## src/rtl/core/serial_bit_poke_command_parser_top_assert.svh

```systemverilog
// assertion macros used by the parser rtl
`ifndef SERIAL_BIT_POKE_COMMAND_PARSER_TOP_ASSERT_SVH
`define SERIAL_BIT_POKE_COMMAND_PARSER_TOP_ASSERT_SVH

// same-cycle implication, checked out of reset
`define SBP_ASSERT_NOW(name, clk, rst_n, ante, cons, msg) \
    name: assert property (@(posedge clk) disable iff (!(rst_n)) (ante) |-> (cons)) \
        else $error(msg);

// next-cycle implication, checked out of reset
`define SBP_ASSERT_NEXT(name, clk, rst_n, ante, cons, msg) \
    name: assert property (@(posedge clk) disable iff (!(rst_n)) (ante) |=> (cons)) \
        else $error(msg);

`endif

```

## src/rtl/core/sbp_pkg.sv

```systemverilog
`default_nettype none

package sbp_pkg;

    localparam int SBP_TOKEN_DEPTH = 16;

    localparam logic [7:0] CHAR_COLON = 8'h3A;
    localparam logic [7:0] CHAR_ZERO  = 8'h30;
    localparam logic [7:0] CHAR_NINE  = 8'h39;
    localparam logic [7:0] CHAR_UP_A  = 8'h41;
    localparam logic [7:0] CHAR_UP_F  = 8'h46;
    localparam logic [7:0] CHAR_LOW_A = 8'h61;
    localparam logic [7:0] CHAR_LOW_F = 8'h66;

    localparam logic [3:0] DIGIT_ONE = 4'd1;

    typedef logic [2:0] event_t;
    localparam event_t EV_STORED   = 3'd0;
    localparam event_t EV_ADDR     = 3'd1;
    localparam event_t EV_POS      = 3'd2;
    localparam event_t EV_WRITE    = 3'd3;
    localparam event_t EV_INVALID  = 3'd4;
    localparam event_t EV_OVERFLOW = 3'd5;

    typedef logic [1:0] role_t;
    localparam role_t ROLE_ADDR  = 2'd0;
    localparam role_t ROLE_POS   = 2'd1;
    localparam role_t ROLE_VALUE = 2'd2;

    // parser state apart from the token length
    typedef struct packed {
        role_t       role;
        logic [3:0]  first_digit;
        logic [3:0]  second_digit;
        logic        token_all_hex;
        logic [7:0]  held_address;
        logic [3:0]  held_bit_position;
    } parse_state_t;

    typedef struct packed {
        event_t      event_res;
        logic        write_strobe;
        logic [7:0]  port_addr;
        logic [7:0]  dir_addr;
        logic [7:0]  bit_mask;
        logic        bit_value;
    } result_t;

    localparam int RESULT_DATA_W = 32;

    // bit 4 set when the character is not a hex digit
    function automatic logic [4:0] hex_value(input logic [7:0] c);
        logic [4:0] h;
        h = 5'h10;
        if (c >= CHAR_ZERO && c <= CHAR_NINE) begin
            h = {1'b0, 4'(c - CHAR_ZERO)};
        end else if (c >= CHAR_UP_A && c <= CHAR_UP_F) begin
            h = {1'b0, 4'(c - CHAR_UP_A + 8'd10)};
        end else if (c >= CHAR_LOW_A && c <= CHAR_LOW_F) begin
            h = {1'b0, 4'(c - CHAR_LOW_A + 8'd10)};
        end
        return h;
    endfunction

endpackage

`default_nettype wire

```

## src/rtl/core/sbp_step.sv

```systemverilog
`default_nettype none

module sbp_step import sbp_pkg::*; #(
    parameter int TOKEN_DEPTH = SBP_TOKEN_DEPTH,
    parameter int LEN_W       = $clog2(TOKEN_DEPTH)
) (
    input  wire logic [7:0]       rx_char,
    input  wire parse_state_t     state_cur,
    input  wire logic [LEN_W-1:0] token_len_cur,
    output parse_state_t          state_nxt,
    output logic [LEN_W-1:0]      token_len_nxt,
    output result_t               result
);

    localparam logic [LEN_W-1:0] LEN_LIMIT = LEN_W'(TOKEN_DEPTH - 1);

    logic [4:0] hex;

    always_comb begin
        hex           = hex_value(rx_char);
        state_nxt     = state_cur;
        token_len_nxt = token_len_cur;
        result        = '0;
        result.event_res = EV_STORED;

        if (rx_char == CHAR_COLON) begin
            if (!state_cur.token_all_hex) begin
                result.event_res = EV_INVALID;
            end else begin
                unique case (state_cur.role)
                    ROLE_POS: begin
                        state_nxt.held_bit_position = state_cur.first_digit;
                        state_nxt.role   = ROLE_VALUE;
                        result.event_res = EV_POS;
                    end
                    ROLE_VALUE: begin
                        result.port_addr    = state_cur.held_address;
                        result.dir_addr     = state_cur.held_address - 8'd1;
                        result.bit_mask     = state_cur.held_bit_position[3] ? 8'h00
                                            : (8'h01 << state_cur.held_bit_position[2:0]);
                        result.bit_value    = (state_cur.first_digit == DIGIT_ONE);
                        result.write_strobe = 1'b1;
                        state_nxt.role      = ROLE_ADDR;
                        result.event_res    = EV_WRITE;
                    end
                    // address role, also taken by the unused role code
                    default: begin
                        state_nxt.held_address = {state_cur.first_digit,
                                                  state_cur.second_digit};
                        state_nxt.role   = ROLE_POS;
                        result.event_res = EV_ADDR;
                    end
                endcase
            end
            token_len_nxt           = '0;
            state_nxt.first_digit   = '0;
            state_nxt.second_digit  = '0;
            state_nxt.token_all_hex = 1'b1;
        end else if (token_len_cur < LEN_LIMIT) begin
            if (hex[4]) begin
                state_nxt.token_all_hex = 1'b0;
            end else if (token_len_cur == '0) begin
                state_nxt.first_digit = hex[3:0];
            end else if (token_len_cur == LEN_W'(1)) begin
                state_nxt.second_digit = hex[3:0];
            end
            token_len_nxt = token_len_cur + 1'b1;
        end else begin
            // token too long: drop the character and start over
            token_len_nxt           = '0;
            state_nxt.first_digit   = '0;
            state_nxt.second_digit  = '0;
            state_nxt.token_all_hex = 1'b1;
            result.event_res        = EV_OVERFLOW;
        end
    end

endmodule

`default_nettype wire

```

## src/rtl/core/serial_bit_poke_command_parser_top.sv

```systemverilog
// serial bit-poke command parser
// s_ channel: one received ascii character per request in s_tdata[7:0].
// characters gather into tokens ended by ':'; tokens take the roles port
// address, bit position and bit value in turn. every character gives
// exactly one result on the m_ channel: event code, and on the third
// token a write strobe with port address, direction address (port - 1),
// one-hot bit mask (zero for a position above 7) and bit value.
// the result is registered, in the result register or, while a result
// waits, in the skid stage. throughput: one character per cycle while
// s_tready is high; the parse step that updates the token state between
// an input request and the result register is combinational.
// a one-entry skid stage sits behind the result register, so one more
// character is taken while a result waits; s_tready drops only when both
// are full and stays low until m_tready takes a result.
// reset (aresetn low, synchronous): no results pending, role back to
// address, token empty, held address and bit position zero.
`default_nettype none

`include "serial_bit_poke_command_parser_top_assert.svh"

module serial_bit_poke_command_parser_top import sbp_pkg::*; #(
    parameter int TOKEN_DEPTH = SBP_TOKEN_DEPTH
) (
    input  wire logic                     aclk,
    input  wire logic                     aresetn,
    input  wire logic                     s_tvalid,
    output logic                          s_tready,
    input  wire logic [7:0]               s_tdata,  // [7:0] rx_char
    output logic                          m_tvalid,
    input  wire logic                     m_tready,
    // [2:0] event_res, [3] write_strobe, [11:4] port_addr, [19:12] dir_addr,
    // [27:20] bit_mask, [28] bit_value, [31:29] zero
    output logic [RESULT_DATA_W-1:0]      m_tdata
);

    localparam int LEN_W = $clog2(TOKEN_DEPTH);

    parse_state_t     state_reg, state_next;
    logic [LEN_W-1:0] token_len_reg, token_len_next;
    result_t          step_result;

    result_t main_reg, main_next;
    logic    main_valid_reg, main_valid_next;
    result_t skid_reg, skid_next;
    logic    skid_valid_reg, skid_valid_next;

    logic s_accept;
    logic m_accept;

    sbp_step #(
        .TOKEN_DEPTH (TOKEN_DEPTH),
        .LEN_W       (LEN_W)
    ) u_step (
        .rx_char       (s_tdata),
        .state_cur     (state_reg),
        .token_len_cur (token_len_reg),
        .state_nxt     (state_next),
        .token_len_nxt (token_len_next),
        .result        (step_result)
    );

    assign s_tready = !skid_valid_reg;
    assign s_accept = s_tvalid && s_tready;
    assign m_tvalid = main_valid_reg;
    assign m_accept = main_valid_reg && m_tready;

    assign m_tdata = {3'b000, main_reg.bit_value, main_reg.bit_mask, main_reg.dir_addr,
                      main_reg.port_addr, main_reg.write_strobe, main_reg.event_res};

    always_comb begin
        main_next       = main_reg;
        main_valid_next = main_valid_reg;
        skid_next       = skid_reg;
        skid_valid_next = skid_valid_reg;
        if (!main_valid_reg || m_accept) begin
            if (skid_valid_reg) begin
                main_next       = skid_reg;
                main_valid_next = 1'b1;
                skid_next       = step_result;
                skid_valid_next = s_accept;
            end else begin
                main_next       = step_result;
                main_valid_next = s_accept;
            end
        end else if (s_accept) begin
            skid_next       = step_result;
            skid_valid_next = 1'b1;
        end
    end

    always_ff @(posedge aclk) begin
        if (!aresetn) begin
            state_reg.role              <= ROLE_ADDR;
            state_reg.first_digit       <= '0;
            state_reg.second_digit      <= '0;
            state_reg.token_all_hex     <= 1'b1;
            state_reg.held_address      <= '0;
            state_reg.held_bit_position <= '0;
            token_len_reg               <= '0;
            main_valid_reg              <= 1'b0;
            skid_valid_reg              <= 1'b0;
        end else begin
            if (s_accept) begin
                state_reg     <= state_next;
                token_len_reg <= token_len_next;
            end
            main_valid_reg <= main_valid_next;
            skid_valid_reg <= skid_valid_next;
        end
        main_reg <= main_next;
        skid_reg <= skid_next;
    end

    `SBP_ASSERT_NEXT(a_accept_gives_result, aclk, aresetn, s_accept, m_tvalid,
        "accepted character produced no pending result")
    `SBP_ASSERT_NEXT(a_colon_clears_token, aclk, aresetn, s_accept && s_tdata == CHAR_COLON,
        token_len_reg == '0 && state_reg.token_all_hex, "token not cleared after separator")
    `SBP_ASSERT_NOW(a_strobe_only_on_write, aclk, aresetn, m_tvalid && main_reg.write_strobe,
        main_reg.event_res == EV_WRITE, "write strobe on a non-write event")
    `SBP_ASSERT_NOW(a_dir_below_port, aclk, aresetn, m_tvalid && main_reg.write_strobe,
        main_reg.dir_addr == main_reg.port_addr - 8'd1, "direction address not port minus one")
    `SBP_ASSERT_NEXT(a_write_returns_to_addr, aclk, aresetn,
        s_accept && step_result.event_res == EV_WRITE, state_reg.role == ROLE_ADDR,
        "role did not return to address after a write")

endmodule

`default_nettype wire

```

## config.mk

```make
export PLATFORM = sky130hd
export DESIGN_NAME = serial_bit_poke_command_parser_top
export DESIGN_NICKNAME = d
export VERILOG_FILES = /design/src/rtl/core/sbp_pkg.sv /design/src/rtl/core/sbp_step.sv /design/src/rtl/core/serial_bit_poke_command_parser_top.sv
export VERILOG_INCLUDE_DIRS = /design/src /design/src/rtl/core
export SDC_FILE = /design/constraint.sdc
export NUM_CORES = 1
export LEC_CHECK = 0
export BUFFER_PORTS_ARGS = -buffer_cell sky130_fd_sc_hd__buf_2
export CORE_ASPECT_RATIO = 1.2
export CORE_MARGIN = 2
export CORE_UTILIZATION = 50
export CTS_CLUSTER_SIZE = 12
export DETAILED_ROUTE_END_ITERATION = 8
export PLACE_DENSITY = 0.78
export SKIP_LAST_GASP = 1
export SYNTH_ARGS = -nofsm -noshare
export SYNTH_HDL_FRONTEND = slang
export SYNTH_SLANG_ARGS = --single-unit
```

## constraint.sdc

```tcl
create_clock -name aclk -period 6.4 [get_ports aclk]
set_input_delay 0.32 -clock aclk [delete_from_list [all_inputs] [get_ports aclk]]
set_output_delay 0.32 -clock aclk [all_outputs]
set_load 0.02 [all_outputs]
```

==> impl_results.md, run 1 <==
* Chip Width at 85.31 um
* Family of cells with the greatest summed delay on the critical path: simple AND/OR/NAND/NOR gates
* Arrival time of data at the critical path endpoint at 2.92 ns
* Starting DRT DRC Count at 94
* Number of standard cells after synthesis at 333
* Cell variety after synth at 51
* Seq pwr share at 0.597
* Initial core utilization at 0.5146
* Mapped Avg Cell Area at 11.91 sq um
* Synthesis Warnings at 0
* Element type at the critical path end: flip-flop
* Final setup violation count at 0
* Net count, final at 394
* Required time at the worst-slack endpoint at 6.57 ns
* Power spent charging and discharging nets at 0.0002499 W
* Crit path setup slack, layout at 3.652 ns
* Core footprint at 7707 sq um
* Final Max Tran Viols at 0
* Count of antenna diodes in the layout at 0
* Count of nets left with antenna violations after detail routing at 0
* MaxCap Viol Count at 0
* Wirelength, routed at 6.924 mm
* Max Root-Sink Buffers at 2
* GPL Wtd Cong at 0.8052
* Area used by sequential logic in the layout at 2322 sq um
* Post-route fraction of the period consumed by the critical path at 0.4294
* Top post-synthesis cells by count: sky130_fd_sc_hd__edfxtp_1 (58), sky130_fd_sc_hd__nand2_1 (32), sky130_fd_sc_hd__dfxtp_1 (29)
* Proportion of synthesized chip area in sequential cells at 0.5855
* Shortest clock period the worst path allows after layout at 2.748 ns
* RSZ-0062 raised after global routing: false
* Largest net degree at the start of global routing at 35
* Vias at 2601
* Switching power share of the total at 0.2392
* Relative slew slack at 0.2718
* Proportion of register bits with asynchronous set or reset after synthesis at 0
* Number of remaining DRC errors at 0
* CTS tree: yes
* Post-detailed-route via-to-cell ratio at 5.558
* Routed wirelength normalized by instance count at 14.79 um
* Clock Latency Late Sink at 0.36 ns
* Final design utilization at 0.5721
* Maximum VDD drop at 0.1740 mV
* Combinational fraction of design power at 0.071
* Internal power component at 0.0007947 W
* Area delta synth->final at 11.17%
* Top-level port count at 46
* Slowest library cell on the worst path: sky130_fd_sc_hd__nand3_1
* Portion of synthesized cell area occupied by the leading cell type at 0.4391
* Remaining global-route overflow at 0
* Relative contribution of the clock network to total power at 0.332
* Antenna violations before repair at 0
* F_max at 0.3639 GHz
* Clock slew seen by the registers of the worst setup and hold paths at 0.08 ns
* Transition time at the pin with the least slew margin at 1.089 ns
* Total Die Area at 8664 sq um
* Chip height at 101.6 um
* Cell with the most instances after synthesis: sky130_fd_sc_hd__edfxtp_1
* Setup TNS after final layout at 0 ns
* Number of buffer and inverter instances along the worst setup path at 3
* Post-CTS Setup Bufs at 0
* Inst Count DP at 452
* Worst hold slack across all endpoints at 0.2919 ns
* H-tree depth reported by CTS at 3
* Endpoints failing hold at 0
* Total Routing Usage GR at 0.1702
* Wire length of the first global-routing pass at 11.40 mm
* Number of clock sinks seen by CTS at 87
* Static leakage power at 1.790 nW
* Footprint of the multi-input gates at 1515 sq um
* Pwr per Cell Area at 236.9 nW/um^2
* Class of the worst hold path: input pin to flip-flop
* Post-synthesis cell type with the largest combined area: sky130_fd_sc_hd__edfxtp_1
* PostCTS Resize Cnt at 0
* Layout cells sized above 1 at 0.2261
* Most common flop cell mapped by yosys: sky130_fd_sc_hd__edfxtp_1
* Setup Crit Path Kind: input pin to flip-flop
* Non-filler instance count after layout at 468
* Final HPWL DP at 4.740 mm
* Hold buffer count at cts at 0
* Post-Syn Area at 3966 sq um
* Filler cell count in the final layout at 640
* Startpoint kind of the worst setup timing path: input pin
* Root buf cell: sky130_fd_sc_hd__clkbuf_8
* Outcome: completed
* Slowest cell delay on critical path at 0.81 ns
* Setup WS pre-CTS at 3.313 ns
* Number of placement rows at 35
* Post-synth EDFFs at 58
* TritonCTS Buffers at 9
* Number of register bits inferred by synthesis at 87
* Number of optimization iterations in the first detailed-route pass at 4
* Buffers added on ports at 42
* Worst clock skew on the final layout at 0.01252 ns
* Critical path cell sequence: buf_2 > inv_1 > ha_1 > and3b_1 > and2_1 > nand3_1 > inv_2 > nand2_1 > o31ai_1
* Biggest area contributors in the synthesized netlist: sky130_fd_sc_hd__edfxtp_1 (44%), sky130_fd_sc_hd__dfxtp_1 (15%), sky130_fd_sc_hd__mux2_2 (4.5%), sky130_fd_sc_hd__mux2i_1 (4.0%), sky130_fd_sc_hd__ha_1 (3.5%)
* Vias in the first global route at 2398
* Highest net fanout along the worst path at 27
-- metal layers --
layer	GRT usage	routed length, um	vias to the layer above
met5	0	0	-
met1	0.2091	3038	1236
met3	0.04645	312	6
met4	0.08547	93	0
li1	-	-	1282
met2	0.2770	3480	77
-- cells by family (layout without fill, tap and decap cells) --
kind of cell,after synthesis,count (layout),share of synthesized area
AO/OA/AOI/OAI,49,49,0.08770
XOR/XNOR,7,7,0.01546
adder cells (fa/ha/maj),11,11,0.03470
buffers and inverters,31,72,0.03533
flip-flops,87,87,0.5855
multiplexers,32,32,0.08580
other,1,3,0.0009455
AND/OR/NAND/NOR,115,115,0.1546
-- worst paths after layout --
path	start	to	slack (ns)	cells past startpoint
setup / recovery	s_tdata[0]	m_tdata[27]	3.65	9
hold / removal	s_tvalid	m_tvalid	0.29	3
setup reg to reg	skid_valid_reg	skid_reg[0]	3.98	5
hold reg to reg	state_reg[16]	state_reg[16]	0.46	2
-- tightest hold or removal path: cells and delay by family --
kind	cells	cell delay (ns)
and+or+nand+nor	1	0.05
buffers and inverters	1	0.10
AOI/OAI and AO/OA	1	0.13
-- power groups by stage --
stage | Sequential, W | Combinational, W | Clock [W]
6_report | 0.000624 | 0.0000741 | 0.000347
5_1_grt | 0.000626 | 0.0000812 | 0.000381
4_1_cts | 0.000624 | 0.0000750 | 0.000355
3_5_place_dp | 0.000637 | 0.0000748 | 0
3_3_place_gp | 0.000636 | 0.0000731 | 0
2_1_floorplan | 0.000651 | 0.0000375 | 0
-- layout make-up --
type,instances,share of cell area
Sequential cell,87,0.5267
Multi-Input combinational cell,217,0.3436
Timing Repair Buffer,45,0.05278
Clock buffer,10,0.03121
Tap cell,92,0.02611
Clock inverter,6,0.01022
Inverter,11,0.009364
-- through the flow --
stage,instance area (sq um),power [W]
after CTS,4409,0.001054
final,4409,0.001045
after floorplan,3974,0.0006883
after global placement,4227,0.0007094
after global routing,4409,0.001088
after detailed placement,4227,0.0007120
-- layout by cell type, fill, tap and decap left out, types with 2 or more instances in the layout --
| cell type | n |
|---|---|
| sky130_fd_sc_hd__buf_4 | 3 |
| sky130_fd_sc_hd__o21ai_0 | 4 |
| sky130_fd_sc_hd__xnor2_1 | 6 |
| sky130_fd_sc_hd__nand3_1 | 2 |
| sky130_fd_sc_hd__nor2_1 | 22 |
| sky130_fd_sc_hd__ha_1 | 11 |
| sky130_fd_sc_hd__nand2b_1 | 4 |
| sky130_fd_sc_hd__mux2i_1 | 16 |
| sky130_fd_sc_hd__a22o_1 | 4 |
| sky130_fd_sc_hd__o21ai_1 | 4 |
| sky130_fd_sc_hd__clkbuf_8 | 10 |
| sky130_fd_sc_hd__conb_1 | 3 |
| sky130_fd_sc_hd__inv_2 | 2 |
| sky130_fd_sc_hd__buf_2 | 42 |
| sky130_fd_sc_hd__nor3_1 | 5 |
| sky130_fd_sc_hd__clkinvlp_4 | 3 |
| sky130_fd_sc_hd__nor4_1 | 2 |
| sky130_fd_sc_hd__nand4_1 | 8 |
| sky130_fd_sc_hd__inv_1 | 9 |
| sky130_fd_sc_hd__edfxtp_1 | 58 |
| sky130_fd_sc_hd__and2_1 | 10 |
| sky130_fd_sc_hd__a21boi_1 | 4 |
| sky130_fd_sc_hd__mux2_2 | 16 |
| sky130_fd_sc_hd__o211ai_1 | 3 |
| sky130_fd_sc_hd__nor2b_1 | 15 |
| sky130_fd_sc_hd__dfxtp_1 | 29 |
| sky130_fd_sc_hd__nand2_1 | 32 |
| sky130_fd_sc_hd__nor4b_1 | 2 |
| sky130_fd_sc_hd__nor3b_1 | 3 |
| sky130_fd_sc_hd__o31ai_1 | 14 |
| sky130_fd_sc_hd__a21oi_1 | 6 |
(Power assumes the default switching activity.)
==> run 2: changes to the inputs <==
- clock period: 6.4 -> 2.85 ns (I/O delays scaled with it)
==> run 2 against run 1 <==
  * Count of clock-buffer cells in the layout is the same
  * Combinational power rose by 120%
  * Core utilization up 0.68 points
  * Critical path depth is 4 lower
  * Non-clock buffer count is 2 higher
  * Routed wire length shrank 1.1%
  * Die area stayed put
  * Sequential power rose by 120%
==> impl_results.md, run 2 (same netlist as run 1, synthesis figures left out) <==
* Reg2reg path depth at 5
* Final Max Tran Viols at 0
* Static leakage power at 1.817 nW
* Slowest cell delay on critical path at 0.37 ns
* Starting DRT DRC Count at 97
* Area delta synth->final at 12.49%
* Final setup violation count at 0
* Worst hold slack across all endpoints at 0.09947 ns
* TritonCTS Buffers at 9
* Uppermost signal routing layer after detailed routing: met4
* Remaining global-route overflow at 0
* Required time at the worst-slack endpoint at 2.86 ns
* Final HPWL DP at 4.683 mm
* Shortest clock period the worst path allows after layout at 2.085 ns
* Initial core utilization at 0.5146
* Number of optimization iterations in the first detailed-route pass at 4
* Max Root-Sink Buffers at 2
* Relative slew slack at 0.5881
* Slowest library cell on the worst path: sky130_fd_sc_hd__buf_4
* Chip height at 101.6 um
* MaxCap Viol Count at 0
* F_max at 0.4797 GHz
* Startpoint kind of the worst setup timing path: flip-flop
* Cell depth of the worst hold path at 3
* Most common library cell in the layout ignoring fill and taps: sky130_fd_sc_hd__edfxtp_1
* Worst clock skew on the final layout at 0.01237 ns
* CTS tree: yes
* Maximum VDD drop at 0.5155 mV
* Outcome: completed
* Net count, final at 396
* Start of the worst register-to-register path: skid_valid_reg
* Worst setup path startpoint: skid_valid_reg
* Vias at 2552
* Transition time at the pin with the least slew margin at 0.6161 ns
* Clock slew seen by the registers of the worst setup and hold paths at 0.08 ns
* Commonest cells after routing, fill and taps aside: sky130_fd_sc_hd__edfxtp_1 (58), sky130_fd_sc_hd__buf_2 (42), sky130_fd_sc_hd__nand2_1 (32)
* Number of clock sinks seen by CTS at 87
* Top-level port count at 46
* Wire length of the first global-routing pass at 11.59 mm
* Highest net fanout along the worst path at 32
* Class of the worst hold path: input pin to flip-flop
* Number of placement rows at 35
* Buffers added on ports at 42
* Post-CTS Setup Bufs at 0
* Wire length on met3 at 239 um
* Clock Latency Late Sink at 0.36 ns
* Count of antenna diodes in the layout at 0
* Element type at the critical path end: flip-flop
* Setup Crit Path Kind: flip-flop to flip-flop
* Endpoints failing hold at 0
* Root buf cell: sky130_fd_sc_hd__clkbuf_8
* Number of buffer and inverter instances along the worst setup path at 3
* Chip Width at 85.31 um
* Most common cell on crit path: sky130_fd_sc_hd__buf_4
* Setup TNS after final layout at 0 ns
* GPL Wtd Cong at 0.7776
* PostCTS Resize Cnt at 0
* Routed wirelength normalized by instance count at 14.57 um
* Post-route fraction of the period consumed by the critical path at 0.7315
* Hold buffer count at cts at 0
* Layout cells sized above 1 at 0.2275
* Number of remaining DRC errors at 0
* Family of cells with the greatest summed delay on the critical path: buffers and inverters
* Total Routing Usage GR at 0.1691
* Routed length on met2 at 3.443 mm
* Wirelength, routed at 6.846 mm
* Antenna violations before repair at 0
* WL met1 at 3.049 mm
* Logic depth of the worst path, buffers included at 5
* Pwr per Cell Area at 561.7 nW/um^2
* Vias in the first global route at 2497
* Core footprint at 7707 sq um
* H-tree depth reported by CTS at 3
* Critical path cell sequence: buf_4 > inv_2 > nand2_1 > o21ai_2 > buf_4
* Total design power at 0.002506 W
* Count of nets left with antenna violations after detail routing at 0
* RSZ-0062 raised after global routing: false
* Largest net degree at the start of global routing at 33
* Hold path start: s_tvalid
* Arrival time of data at the critical path endpoint at 2.10 ns
* Total Die Area at 8664 sq um
* Post-detailed-route via-to-cell ratio at 5.430
## run 2: power by group
group          switching [W]  internal [W]  total, W
registers          0.0000157       0.00139   0.00140
clock network       0.000440      0.000500  0.000940
logic               0.000108     0.0000565  0.000165
total               0.000565       0.00194   0.00251
## run 2: worst paths after layout
path / to / slack [ns]
worst max-delay path: skid_reg[12] / 0.77
worst min-delay path: m_tvalid / 0.1
worst max register to register: skid_reg[12] / 0.77
worst min register to register: state_reg[16] / 0.47
## run 2: routing by layer
metal | global-route usage | up-vias
met5 | 0 | -
met4 | 0.08059 | 0
met3 | 0.03260 | 8
met2 | 0.2963 | 52
met1 | 0.1999 | 1203
li1 | - | 1289
## run 2: metrics by stage
step | area, sq um | cells | worst slack (ns) | utilization
2_1_floorplan | 3978 | 335 | 0.3298 | -
3_3_place_gp | 4242 | 454 | 0.7739 | 0.5503
3_5_place_dp | 4242 | 454 | 0.6694 | 0.5503
4_1_cts | 4462 | 470 | 0.7424 | 0.5789
5_1_grt | 4462 | 470 | 0.6162 | 0.5789
6_report | 4462 | 470 | 0.7652 | 0.5789
## run 2: worst register-to-register path, delay by kind of cell (launching register included)
kind                   cells  cell delay (ns)
AO/OA/AOI/OAI              1             0.19
flip-flops                 1             0.33
buffers and inverters      3             0.91
AND/OR/NAND/NOR            1             0.29
## run 2: layout make-up
cell class / instances / area, sq um
Fill cell: 626 / 3246
Clock inverter: 6 / 92.59
Inverter: 11 / 41.29
Multi-Input combinational cell: 217 / 1515
Clock buffer: 10 / 127.6
Timing Repair Buffer: 47 / 247.7
Tap cell: 92 / 115.1
Sequential cell: 87 / 2322
==> run 3: changes to the inputs <==
- ABC_AREA: not set -> 1
- PLACE_DENSITY: 0.78 -> 0.81
- clock period: 2.85 -> 1.8 ns (I/O delays scaled with it)
==> run 3 against run 2 <==
  * Hold slack got worse by 0.060 ns
  * Sequential power rose by 58%
  * Core utilization rose by 0.46 points
  * Die area fell by 0.69%
  * Non-clock buffer count rose by 3
  * Area after synthesis fell by 0.73%
  * Critical path depth fell by 3
  * Routed wire length fell by 2.7%
  * Total power rose by 49%
  * Setup slack got worse by 0.62 ns
  * Sequential share of layout area fell by 0.12 points
  * Register-to-register slack got worse by 0.62 ns
==> impl_results.md, run 3 <==
* Cell with the most instances after synthesis: sky130_fd_sc_hd__nand2_1
* Static leakage power at 2.032 nW
* WL met1 at 2.972 mm
* Class of the worst hold path: input pin to flip-flop
* Routed length on met2 at 3.346 mm
* Post-synthesis cell type with the largest combined area: sky130_fd_sc_hd__edfxtp_1
* Count of antenna diodes in the layout at 0
* Maximum VDD drop at 0.4628 mV
* Core footprint at 7664 sq um
* Worst clock skew on the final layout at 0.008220 ns
* Commonest cells after routing, fill and taps aside: sky130_fd_sc_hd__nand2_1 (109), sky130_fd_sc_hd__edfxtp_1 (58), sky130_fd_sc_hd__inv_1 (53)
* Proportion of synthesized chip area in sequential cells at 0.5898
* Wire length on met3 at 236 um
* Antenna violations before repair at 0
* Routed wirelength normalized by instance count at 11.67 um
* Arrival time of data at the critical path endpoint at 1.62 ns
* Area of all placed cells without fillers at 4472 sq um
* Clock Latency Late Sink at 0.35 ns
* Cell depth of the worst hold path at 3
* Startpoint kind of the worst setup timing path: flip-flop
* Relative slew slack at 0.3737
* Top-level port count at 46
* Worst hold slack across all endpoints at 0.03910 ns
* Post-Syn Area at 3938 sq um
* H-tree depth reported by CTS at 3
* Wire length of the first global-routing pass at 11.17 mm
* Number of optimization iterations in the first detailed-route pass at 4
* Setup Crit Path Kind: flip-flop to flip-flop
* Most common library cell in the layout ignoring fill and taps: sky130_fd_sc_hd__nand2_1
* Post-route fraction of the period consumed by the critical path at 0.9178
* TritonCTS Buffers at 9
* Element type at the critical path end: flip-flop
* Initial core utilization at 0.5138
* Vias at 2808
* CTS tree: yes
* Portion of synthesized cell area occupied by the leading cell type at 0.4423
* Number of clock sinks seen by CTS at 87
* Mapped Avg Cell Area at 9.265 sq um
* GPL Wtd Cong at 0.8137
* Crit path setup slack, layout at 0.1479 ns
* Number of placement rows at 35
* Chip height at 101.2 um
* Buffers added on ports at 42
* Starting DRT DRC Count at 97
* Biggest area contributors in the synthesized netlist: sky130_fd_sc_hd__edfxtp_1 (44%), sky130_fd_sc_hd__dfxtp_1 (15%), sky130_fd_sc_hd__nand2_1 (10%), sky130_fd_sc_hd__inv_1 (5.1%), sky130_fd_sc_hd__nor2_1 (4.3%)
* Final setup violation count at 0
* Endpoints failing hold at 0
* Outcome: completed
* Top post-synthesis cells by count: sky130_fd_sc_hd__nand2_1 (109), sky130_fd_sc_hd__edfxtp_1 (58), sky130_fd_sc_hd__inv_1 (53)
* Synthesis Warnings at 0
* Highest net fanout along the worst path at 29
* Area delta synth->final at 13.57%
* MaxCap Viol Count at 0
* Count of nets left with antenna violations after detail routing at 0
* Pwr per Cell Area at 837.6 nW/um^2
* Most common flop cell mapped by yosys: sky130_fd_sc_hd__edfxtp_1
* Max Root-Sink Buffers at 2
* Number of register bits inferred by synthesis at 87
* RSZ-0062 raised after global routing: false
* Uppermost signal routing layer after detailed routing: met4
* Post-CTS Setup Bufs at 0
* Transition time at the pin with the least slew margin at 0.9358 ns
* Root buf cell: sky130_fd_sc_hd__clkbuf_8
* Final HPWL DP at 4.829 mm
* Inst Count DP at 554
* Largest net degree at the start of global routing at 33
* Vias in the first global route at 2660
* Wirelength, routed at 6.662 mm
* Required time at the worst-slack endpoint at 1.77 ns
* F_max at 0.6053 GHz
* Proportion of register bits with asynchronous set or reset after synthesis at 0
* Cell variety after synth at 36
* Area after detailed placement at 4260 sq um
* Clock slew seen by the registers of the worst setup and hold paths at 0.08 ns
* Shortest clock period the worst path allows after layout at 1.652 ns
* Total Routing Usage GR at 0.1630
* Post-detailed-route via-to-cell ratio at 4.918
* Final Max Tran Viols at 0
* Non-filler instance count after layout at 571
* Remaining global-route overflow at 0
* Net count, final at 497
* Chip Width at 85.01 um
* Layout cells sized above 1 at 0.1775
* Reg2reg path depth at 2
* Number of remaining DRC errors at 0
* Total Die Area at 8604 sq um
* Setup TNS after final layout at 0 ns
* Post-synth EDFFs at 58
* Number of standard cells after synthesis at 425
* Setup WS pre-CTS at 0.1203 ns
-- run 3: cell type report --
| type | count | area [sq um] |
|---|---|---|
| sequential | 87 | 2322 |
| fill | 651 | 3192 |
| timing repair buffer | 50 | 272.8 |
| inverter | 57 | 214.0 |
| multi-input combinational | 269 | 1356 |
| tap | 92 | 115.1 |
| clock inverter | 5 | 40.04 |
| clock buffer | 11 | 151.4 |
-- run 3: what timing repair did --
item	4_1_cts	5_1_grt
endpoints found under the setup margin	0	5
hold endpoints to repair	1	0
hold buffers	1	0
gates resized for setup	0	2
-- run 3: through the flow --
| step | util | power (W) |
|---|---|---|
| floorplan | - | 0.002432 |
| global placement | 0.5559 | 0.002504 |
| detailed placement | 0.5559 | 0.002516 |
| CTS | 0.5822 | 0.003785 |
| global route | 0.5835 | 0.003895 |
| finish | 0.5835 | 0.003745 |
-- run 3: layer usage --
layer,up-vias,track usage
li1,1464,-
met1,1280,0.1853
met2,56,0.2957
met3,8,0.03667
met4,0,0.06716
met5,-,0
-- run 3: cells by family (layout without fill, tap and decap cells) --
kind of cell | after synthesis | after routing | synth area share
simple gates | 185 | 185 | 0.1999
flops | 87 | 87 | 0.5898
buf+inv | 71 | 123 | 0.07308
compound gates | 66 | 66 | 0.09247
fa+ha+maj | 11 | 11 | 0.03495
xor+xnor | 4 | 4 | 0.008899
other cells | 1 | 3 | 0.0009524
-- run 3: final timing paths --
path	start	end	slack, ns
worst max-delay path	skid_valid_reg	skid_reg[21]	0.15
worst min-delay path	s_tvalid	m_tvalid	0.04
worst max register to register	skid_valid_reg	skid_reg[21]	0.15
worst min register to register	state_reg[5]	state_reg[5]	0.51
-- run 3: critical path, cell delays in order (launching register included) --
cell and delay [ns]:
sky130_fd_sc_hd__dfxtp_1 0.42, sky130_fd_sc_hd__inv_1 0.12, sky130_fd_sc_hd__o21ai_4 0.73
-- run 3: report_power, final --
group | switching, W | total, W | internal (W)
sequential | 0.0000221 | 0.00221 | 0.00219
clock | 0.000693 | 0.00128 | 0.000584
combinational | 0.000179 | 0.000260 | 0.0000807
total | 0.000894 | 0.00375 | 0.00285
